<file path="src/rtl/core/mpq_pkg.sv">
// Package for the multilevel priority queue: sizes, codes, RAM request type
// and address helper. No dependencies.
`default_nettype none

package mpq_pkg;

  localparam int LEVELS     = 5;
  localparam int RING_DEPTH = 16;

  localparam int VALUE_W  = 32;
  localparam int LEVEL_W  = 3;
  localparam int STATUS_W = 2;

  localparam int LVL_W    = (LEVELS > 1) ? $clog2(LEVELS) : 1;
  localparam int SLOT_W   = $clog2(RING_DEPTH);
  localparam int RAM_DEPTH = LEVELS * RING_DEPTH;
  localparam int ADDR_W   = (RAM_DEPTH > 1) ? $clog2(RAM_DEPTH) : 1;

  localparam logic KIND_INSERT = 1'b0;
  localparam logic KIND_REMOVE = 1'b1;

  typedef enum logic [STATUS_W-1:0] {
    ST_INSERTED  = 2'd0,
    ST_OVERFLOW  = 2'd1,
    ST_REMOVED   = 2'd2,
    ST_UNDERFLOW = 2'd3
  } status_t;

  typedef logic [SLOT_W-1:0] slot_t;
  typedef logic [LVL_W-1:0]  lvl_t;
  typedef logic [ADDR_W-1:0] addr_t;

  typedef struct packed {
    logic               we;
    addr_t              waddr;
    logic [VALUE_W-1:0] wdata;
    logic               re;
    addr_t              raddr;
  } ram_req_t;

  function automatic slot_t next_slot(input slot_t s);
    slot_t r;
    if (s == slot_t'(RING_DEPTH - 1)) r = '0;
    else r = s + slot_t'(1);
    return r;
  endfunction

  // Flat RAM address: level * RING_DEPTH + slot
  function automatic addr_t ring_addr(input lvl_t l, input slot_t s);
    addr_t r;
    r = addr_t'(l) * addr_t'(RING_DEPTH) + addr_t'(s);
    return r;
  endfunction

endpackage

`default_nettype wire

</file>
<file path="src/rtl/core/mpq_if.sv">
// Request and response channel interfaces for the multilevel priority queue.
// Depends on mpq_pkg.
`default_nettype none

interface mpq_req_if;
  logic                           valid;
  logic                           ready;
  logic                           kind;
  logic [mpq_pkg::VALUE_W-1:0]    value;
  logic [mpq_pkg::LEVEL_W-1:0]    level;

  modport source (output valid, kind, value, level, input ready);
  modport sink   (input valid, kind, value, level, output ready);
  modport mon    (input valid, ready, kind, value, level);
endinterface

interface mpq_rsp_if;
  logic                           valid;
  logic                           ready;
  logic [mpq_pkg::STATUS_W-1:0]   status;
  logic [mpq_pkg::VALUE_W-1:0]    data;

  modport source (output valid, status, data, input ready);
  modport sink   (input valid, status, data, output ready);
  modport mon    (input valid, ready, status, data);
endinterface

`default_nettype wire

</file>
<file path="src/rtl/core/mpq_ram.sv">
// Generic single-write, single-read RAM with registered read data.
// No dependencies.
`default_nettype none

module mpq_ram #(
  parameter int WIDTH = 32,
  parameter int DEPTH = 80
) (
  input  wire logic                       clk,
  input  wire logic                       we,
  input  wire logic [$clog2(DEPTH)-1:0]   waddr,
  input  wire logic [WIDTH-1:0]           wdata,
  input  wire logic                       re,
  input  wire logic [$clog2(DEPTH)-1:0]   raddr,
  output      logic [WIDTH-1:0]           rdata
);

  logic [WIDTH-1:0] mem [DEPTH];

  always_ff @(posedge clk) begin
    if (we) begin
      mem[waddr] <= wdata;
    end
    if (re) begin
      rdata <= mem[raddr];
    end
  end

endmodule

`default_nettype wire

</file>
<file path="src/rtl/core/mpq_ctrl.sv">
// Ring bookkeeping: head, tail and empty mark per level, insert/remove
// decision and RAM request. Depends on mpq_pkg.
`default_nettype none

module mpq_ctrl (
  input  wire logic                         clk,
  input  wire logic                         rst,
  input  wire logic                         fire,
  input  wire logic                         kind,
  input  wire logic [mpq_pkg::VALUE_W-1:0]  value,
  input  wire logic [mpq_pkg::LEVEL_W-1:0]  level,
  output      mpq_pkg::status_t             status,
  output      mpq_pkg::ram_req_t            ram
);
  import mpq_pkg::*;

  slot_t head [LEVELS];
  slot_t tail [LEVELS];
  logic  empty [LEVELS];

  logic  lvl_ok;
  lvl_t  ins_lvl;
  slot_t ins_slot;
  logic  ins_go;
  logic  rm_found;
  lvl_t  rm_lvl;
  logic  rm_go;

  always_comb begin
    lvl_ok   = 32'(level) < LEVELS;
    ins_lvl  = lvl_t'(level);
    ins_slot = '0;
    ins_go   = 1'b0;
    rm_found = 1'b0;
    rm_lvl   = '0;
    rm_go    = 1'b0;
    status   = ST_OVERFLOW;

    // lowest-numbered non-empty level
    for (int i = LEVELS - 1; i >= 0; i--) begin
      if (!empty[i]) begin
        rm_found = 1'b1;
        rm_lvl   = lvl_t'(i);
      end
    end

    if (kind == KIND_REMOVE) begin
      rm_go  = rm_found;
      status = rm_found ? ST_REMOVED : ST_UNDERFLOW;
    end else if (lvl_ok) begin
      if (empty[ins_lvl]) begin
        ins_go = 1'b1;
        status = ST_INSERTED;
      end else if (next_slot(tail[ins_lvl]) != head[ins_lvl]) begin
        ins_slot = next_slot(tail[ins_lvl]);
        ins_go   = 1'b1;
        status   = ST_INSERTED;
      end
    end

    ram.we    = fire && ins_go;
    ram.waddr = ring_addr(ins_lvl, ins_slot);
    ram.wdata = value;
    ram.re    = fire && rm_go;
    ram.raddr = ring_addr(rm_lvl, head[rm_lvl]);
  end

  always_ff @(posedge clk) begin
    if (rst) begin
      for (int i = 0; i < LEVELS; i++) begin
        head[i]  <= '0;
        tail[i]  <= '0;
        empty[i] <= 1'b1;
      end
    end else if (fire) begin
      if (ins_go) begin
        if (empty[ins_lvl]) begin
          head[ins_lvl]  <= '0;
          empty[ins_lvl] <= 1'b0;
        end
        tail[ins_lvl] <= ins_slot;
      end
      if (rm_go) begin
        if (head[rm_lvl] == tail[rm_lvl]) begin
          // last value leaves: ring back to its reset shape
          empty[rm_lvl] <= 1'b1;
          head[rm_lvl]  <= '0;
          tail[rm_lvl]  <= '0;
        end else begin
          head[rm_lvl] <= next_slot(head[rm_lvl]);
        end
      end
    end
  end

endmodule

`default_nettype wire

</file>
<file path="src/rtl/core/multilevel_priority_queue.sv">
// Multilevel priority queue: one circular buffer per level in a shared RAM.
// Top level. Depends on mpq_pkg, mpq_if, mpq_ram, mpq_ctrl.
//
// Usage:
//   req channel carries kind (insert/remove), value and level. Each transfer
//   on req gives exactly one transfer on rsp with status and data.
//   Insert appends value to the ring of its level (overflow if the ring is
//   full or the level is out of range). Remove returns the oldest value of
//   the lowest-numbered non-empty level, or underflow.
//   Order: ring state updates and the RAM read issue at the req edge, the
//   item then sits in stage s1, and the RAM read data lands in the response
//   register when that register can move, which drives rsp.valid.
//   Throughput: one item per cycle while rsp.ready is high; bookkeeping sits
//   in flops and the ring RAM has one write and one read port.
//   Reset: all rings empty, no response pending. RAM contents are not
//   cleared; they are only read after being written.
//   Stall: when rsp.ready is low the response register holds, one more
//   item can sit in the middle stage, then req.ready drops.
`default_nettype none

module multilevel_priority_queue (
  input wire logic   clk,
  input wire logic   rst,
  mpq_req_if.sink    req,
  mpq_rsp_if.source  rsp
);
  import mpq_pkg::*;

  status_t            cur_status;
  ram_req_t           ram;
  logic [VALUE_W-1:0] rdata;

  logic               fire;
  logic               move;
  logic               s1_valid;
  status_t            s1_status;
  logic               out_valid;
  status_t            out_status;
  logic [VALUE_W-1:0] out_data;

  assign move      = !out_valid || rsp.ready;
  assign req.ready = !s1_valid || move;
  assign fire      = req.valid && req.ready;

  mpq_ctrl u_ctrl (
    .clk    (clk),
    .rst    (rst),
    .fire   (fire),
    .kind   (req.kind),
    .value  (req.value),
    .level  (req.level),
    .status (cur_status),
    .ram    (ram)
  );

  mpq_ram #(
    .WIDTH (VALUE_W),
    .DEPTH (RAM_DEPTH)
  ) u_ram (
    .clk   (clk),
    .we    (ram.we),
    .waddr (ram.waddr),
    .wdata (ram.wdata),
    .re    (ram.re),
    .raddr (ram.raddr),
    .rdata (rdata)
  );

  always_ff @(posedge clk) begin
    if (rst) begin
      s1_valid  <= 1'b0;
      out_valid <= 1'b0;
    end else begin
      if (fire) begin
        s1_valid <= 1'b1;
      end else if (move) begin
        s1_valid <= 1'b0;
      end
      if (move) begin
        out_valid <= s1_valid;
      end
    end
  end

  always_ff @(posedge clk) begin
    if (fire) begin
      s1_status <= cur_status;
    end
    // rdata holds while s1 is stalled since no new read is issued
    if (move && s1_valid) begin
      out_status <= s1_status;
      out_data   <= (s1_status == ST_REMOVED) ? rdata : '0;
    end
  end

  assign rsp.valid  = out_valid;
  assign rsp.status = out_status;
  assign rsp.data   = out_data;

endmodule

`default_nettype wire

</file>
<file path="src/flat_wrapper.sv">
// flat-port wrapper written by rule: the top's interface ports become plain ports
module multilevel_priority_queue_flat import mpq_pkg::*;
  (clk, rst, req_valid, req_kind, req_value, req_level, req_ready, rsp_valid, rsp_status, rsp_data, rsp_ready);
  mpq_req_if req_i ();
  mpq_rsp_if rsp_i ();
  input wire logic clk;
  input wire logic rst;
  input wire logic [$bits(req_i.valid)-1:0] req_valid;
  input wire logic [$bits(req_i.kind)-1:0] req_kind;
  input wire logic [$bits(req_i.value)-1:0] req_value;
  input wire logic [$bits(req_i.level)-1:0] req_level;
  output wire logic [$bits(req_i.ready)-1:0] req_ready;
  output wire logic [$bits(rsp_i.valid)-1:0] rsp_valid;
  output wire logic [$bits(rsp_i.status)-1:0] rsp_status;
  output wire logic [$bits(rsp_i.data)-1:0] rsp_data;
  input wire logic [$bits(rsp_i.ready)-1:0] rsp_ready;
  assign req_i.valid = req_valid;
  assign req_i.kind = req_kind;
  assign req_i.value = req_value;
  assign req_i.level = req_level;
  assign req_ready = req_i.ready;
  assign rsp_valid = rsp_i.valid;
  assign rsp_status = rsp_i.status;
  assign rsp_data = rsp_i.data;
  assign rsp_i.ready = rsp_ready;
  multilevel_priority_queue u_core (.clk(clk), .rst(rst), .req(req_i), .rsp(rsp_i));
endmodule
</file>
<file path="config.mk">
export PLATFORM = sky130hd
export DESIGN_NAME = multilevel_priority_queue_flat
export DESIGN_NICKNAME = d
export VERILOG_FILES = /design/src/rtl/core/mpq_pkg.sv /design/src/rtl/core/mpq_if.sv /design/src/rtl/core/mpq_ram.sv /design/src/rtl/core/mpq_ctrl.sv /design/src/rtl/core/multilevel_priority_queue.sv /design/src/flat_wrapper.sv
export SDC_FILE = /design/constraint.sdc
export NUM_CORES = 2
export LEC_CHECK = 0
export BUFFER_PORTS_ARGS = -buffer_cell sky130_fd_sc_hd__buf_2
export CORE_ASPECT_RATIO = 0.6
export CORE_UTILIZATION = 59
export DETAILED_ROUTE_END_ITERATION = 7
export PLACE_DENSITY = 0.72
export SYNTH_ARGS = -nofsm -noshare
export SYNTH_HDL_FRONTEND = slang
export SYNTH_SLANG_ARGS = --single-unit
</file>
<file path="constraint.sdc">
create_clock -name clk -period 15.4 [get_ports clk]
set_input_delay 0.77 -clock clk [delete_from_list [all_inputs] [get_ports clk]]
set_output_delay 0.77 -clock clk [all_outputs]
set_load 0.03 [all_outputs]
</file>
==> metrics <==
cell count after synthesis=7279; Cells after DPL=9523; RSZ-0062 raised after global routing=no; yosys warns=0; Mapped Area=107000 sq um; Period minus WS final=7.22 ns; GRT Util Overall=36.8%; CTS Root Cell=clkbuf_16; drt first pass iters=8; fmax=0.139 GHz; CP endpoint kind=flop; required time worst endpoint=16.04 ns; PortBufs=75; vias post-DR=68854; mean routed wirelength per cell=34.0 um; TNS Setup=0 ns; RePlAce Congestion=0.921; Worst-Margin Slew=1.42 ns; post-CTS setup buffer count=0; Clock Tree Buf Depth=4; share of flip-flops with an asynchronous set or reset=0%; Initial Util=59.7%; min-delay worst type=in2reg; number of synthesized register bits=2702; worst reg2reg path depth=13; Hold Fails Final Rpt=0; H-tree Lvls=4; Finished Layout Cells=9955; failing checks=design-rule violations; hold path depth=3; Slew Limit Fails=0; cell repeated most along the worst path=buf_4; Avg Cell Area, Syn=14.7 sq um; CP Launch Type=flop; area grow syn2layout=10.6%; Max Cap Viol=0; Worst-Skew Late Latency=0.90 ns; IO Pins=76; largest net degree at the start of global routing=173; Buf+Inv Stages, Crit Path=5; Chip Width=551 um; Die Span Y=332 um; worst clock skew=0.0512 ns; Site Rows=120; Iter 0 DRT Violations=14667; final wirelength=339000 um; setup violators final=0; status=complete, but fails checks; Post-CTS Hold Fix Bufs=0; Placeable Area=179000 sq um; worst vdd ir=0.122 mV; post-route cell area=118000 sq um; PwrDens=128 nW/um^2; Vias/cell=6.92; CTS tree=built; layout cell share with drive strength beyond 1=11.4%; Die ar.=183000 sq um; number of global-route vias before repair=63498; Worst path slowest cell=dfxtp_1; antenna violations before repair=32; worst rel slew slack=3.17%; Main synth FF type=edfxtp_1; number of buffers created by CTS=233; antenna-violating nets left=0; crit share post-route=46.9%; CP cell instances=nand2_1, inv_1, a22o_2, nand2_4, inv_8, buf_4, buf_4, buf_4, mux4_2, a22oi_1, a31oi_1, or4_1, and4_1; DRC=4; placed inst area=111000 sq um; CP top delay family=buffers and inverters; clk sinks=2702; clock-pin slew on the worst setup and hold paths=0.07 ns; HPWL Detailed=193000 um; Leak=39.1 nW; Crit path depth=13; Largest stage delay, worst path=0.84 ns; Congestion Overflow GR=0; Final #Nets=7422; Worst Path Max Fanout=93; PostCTS Resize Cnt=0; sequential element share of the synthesized area=75.8%; critical path data arrival time=7.86 ns; Setup Crit Path Kind=reg2reg; first-pass GRT wire length=473000 um; Netlist cell types=87; Post-synth EDFFs=2695
## synth_stat cells (all sizes together) (6+ instances only)
| cell | n | area, sq um |
|---|---|---|
| and4 | 7 | 61.3 |
| or2 | 6 | 40.0 |
| edfxtp | 2695 | 80900 |
| a2111oi | 11 | 96.3 |
| o22ai | 59 | 369 |
| clkbuf | 240 | 902 |
| o221ai | 14 | 123 |
| and2 | 37 | 231 |
| mux4 | 137 | 3130 |
| o2111ai | 11 | 96.3 |
| nor2 | 184 | 693 |
| o32a | 7 | 71.3 |
| a311oi | 43 | 383 |
| a31oi | 126 | 788 |
| a21oi | 134 | 671 |
| o2bb2ai | 6 | 52.6 |
| a21o | 6 | 45.0 |
| nor4 | 16 | 113 |
| nor2b | 11 | 68.8 |
| nand3 | 768 | 3840 |
| o211a | 6 | 60.1 |
| a211oi | 60 | 450 |
| inv | 34 | 128 |
| a211o | 7 | 61.3 |
| a22oi | 35 | 263 |
| nand4 | 49 | 307 |
| o21ai | 81 | 405 |
| nand2b | 18 | 113 |
| o311ai | 7 | 61.3 |
| nor3 | 34 | 186 |
| nand2 | 1676 | 6290 |
| buf | 209 | 997 |
| dfxtp | 7 | 140 |
| mux2i | 247 | 2470 |
| o211ai | 22 | 170 |
| or3 | 15 | 98.8 |
| xnor2 | 6 | 52.6 |
| a32o | 14 | 140 |
| o31ai | 7 | 52.6 |
| nor3b | 9 | 72.6 |
| mux2 | 6 | 71.3 |
| and3 | 119 | 744 |
| a32oi | 33 | 289 |
## final timing paths
check                                             from                endpoint  slack (ns)
worst max-delay path            u_core.u_ctrl.empty[0]  u_core.u_ram.rdata[29]        8.18
worst min-delay path                         req_valid         u_core.s1_valid        0.11
worst max register to register  u_core.u_ctrl.empty[0]  u_core.u_ram.rdata[29]        8.18
worst min register to register     u_core.s1_status[1]    u_core.rsp.status[1]        0.47
## flip-flops by register name, summed over array words and instances, names as in the netlist
name,flops
u_core.u_ctrl.head,32
u_core.u_ctrl.tail,32
u_core.s1_valid,1
u_core.rsp.status,2
u_core.s1_status,2
u_core.u_ctrl.empty,8
u_core.u_ram.mem,2560
u_core.u_ram.rdata,32
u_core.rsp.valid,1
u_core.rsp.data,32
## area by class of cell
type | count | area (sq um)
clock buffers | 280 | 6030
fillers | 12180 | 60900
repair buffers | 289 | 2090
flip-flops and latches | 2702 | 81100
clock inverters | 139 | 1200
well taps | 2379 | 2980
inverters | 35 | 146
multi-input cells | 4119 | 24700
diodes | 12 | 30.0
## layout by cell type, fill, tap and decap left out, types with 99 or more instances in the layout
cell       Yosys  routed
mux2i_1      247     247
a21oi_1      134     132
clkbuf_16      0     234
and3_1       119     119
nand3_1      768     768
a31oi_1      126     122
nand2_1     1676    1675
edfxtp_1    2695    2695
buf_4         12     204
nor2_1       183      99
mux4_2       125     125
## routing by layer
| metal | part of all wire, % | routed length (um) | global-route usage, % |
|---|---|---|---|
| met1 | 38 | 127000 | 55.9 |
| met5 | 0.054 | 184 | 0 |
| met3 | 18 | 61100 | 13.6 |
| met2 | 40 | 136000 | 48.3 |
| met4 | 4.2 | 14300 | 13.8 |
## stage by stage
stage	setup WS [ns]	util [%]	total power, mW	hold slack [ns]
4_1_cts	8.34	66.0	15.1	0.0756
3_5_place_dp	8.41	62.0	9.46	0.438
3_3_place_gp	8.50	62.0	9.44	0.441
6_report	8.18	66.0	15.1	0.109
5_1_grt	7.92	66.0	15.4	0.129
2_1_floorplan	8.29	-	8.95	0.418
## worst min-delay path, stage by stage
cell and delay, ns:
buf_2 0.09, a21oi_1 0.03, nor2_1 0.06
## power by group
part           internal (mW)  leakage, nW  switching (mW)  total [mW]
logic                  0.324         11.2           0.907        1.23
clock network           3.13         3.53            2.65        5.77
registers               8.11         24.4          0.0118        8.12
total                   11.6         39.1            3.56        15.1
## logic make-up after synthesis
| logic type | synth area share [%] |
|---|---|
| and+or+nand+nor | 12.1 |
| DFF | 75.8 |
| AOI/OAI and AO/OA | 4.71 |
| buffers and inverters | 1.90 |
| muxes | 5.31 |
| xor gates and xnor gates | 0.0644 |
| adders and majority gates | 0.0234 |
| other | 0.00351 |
(Power assumes the default switching activity.)
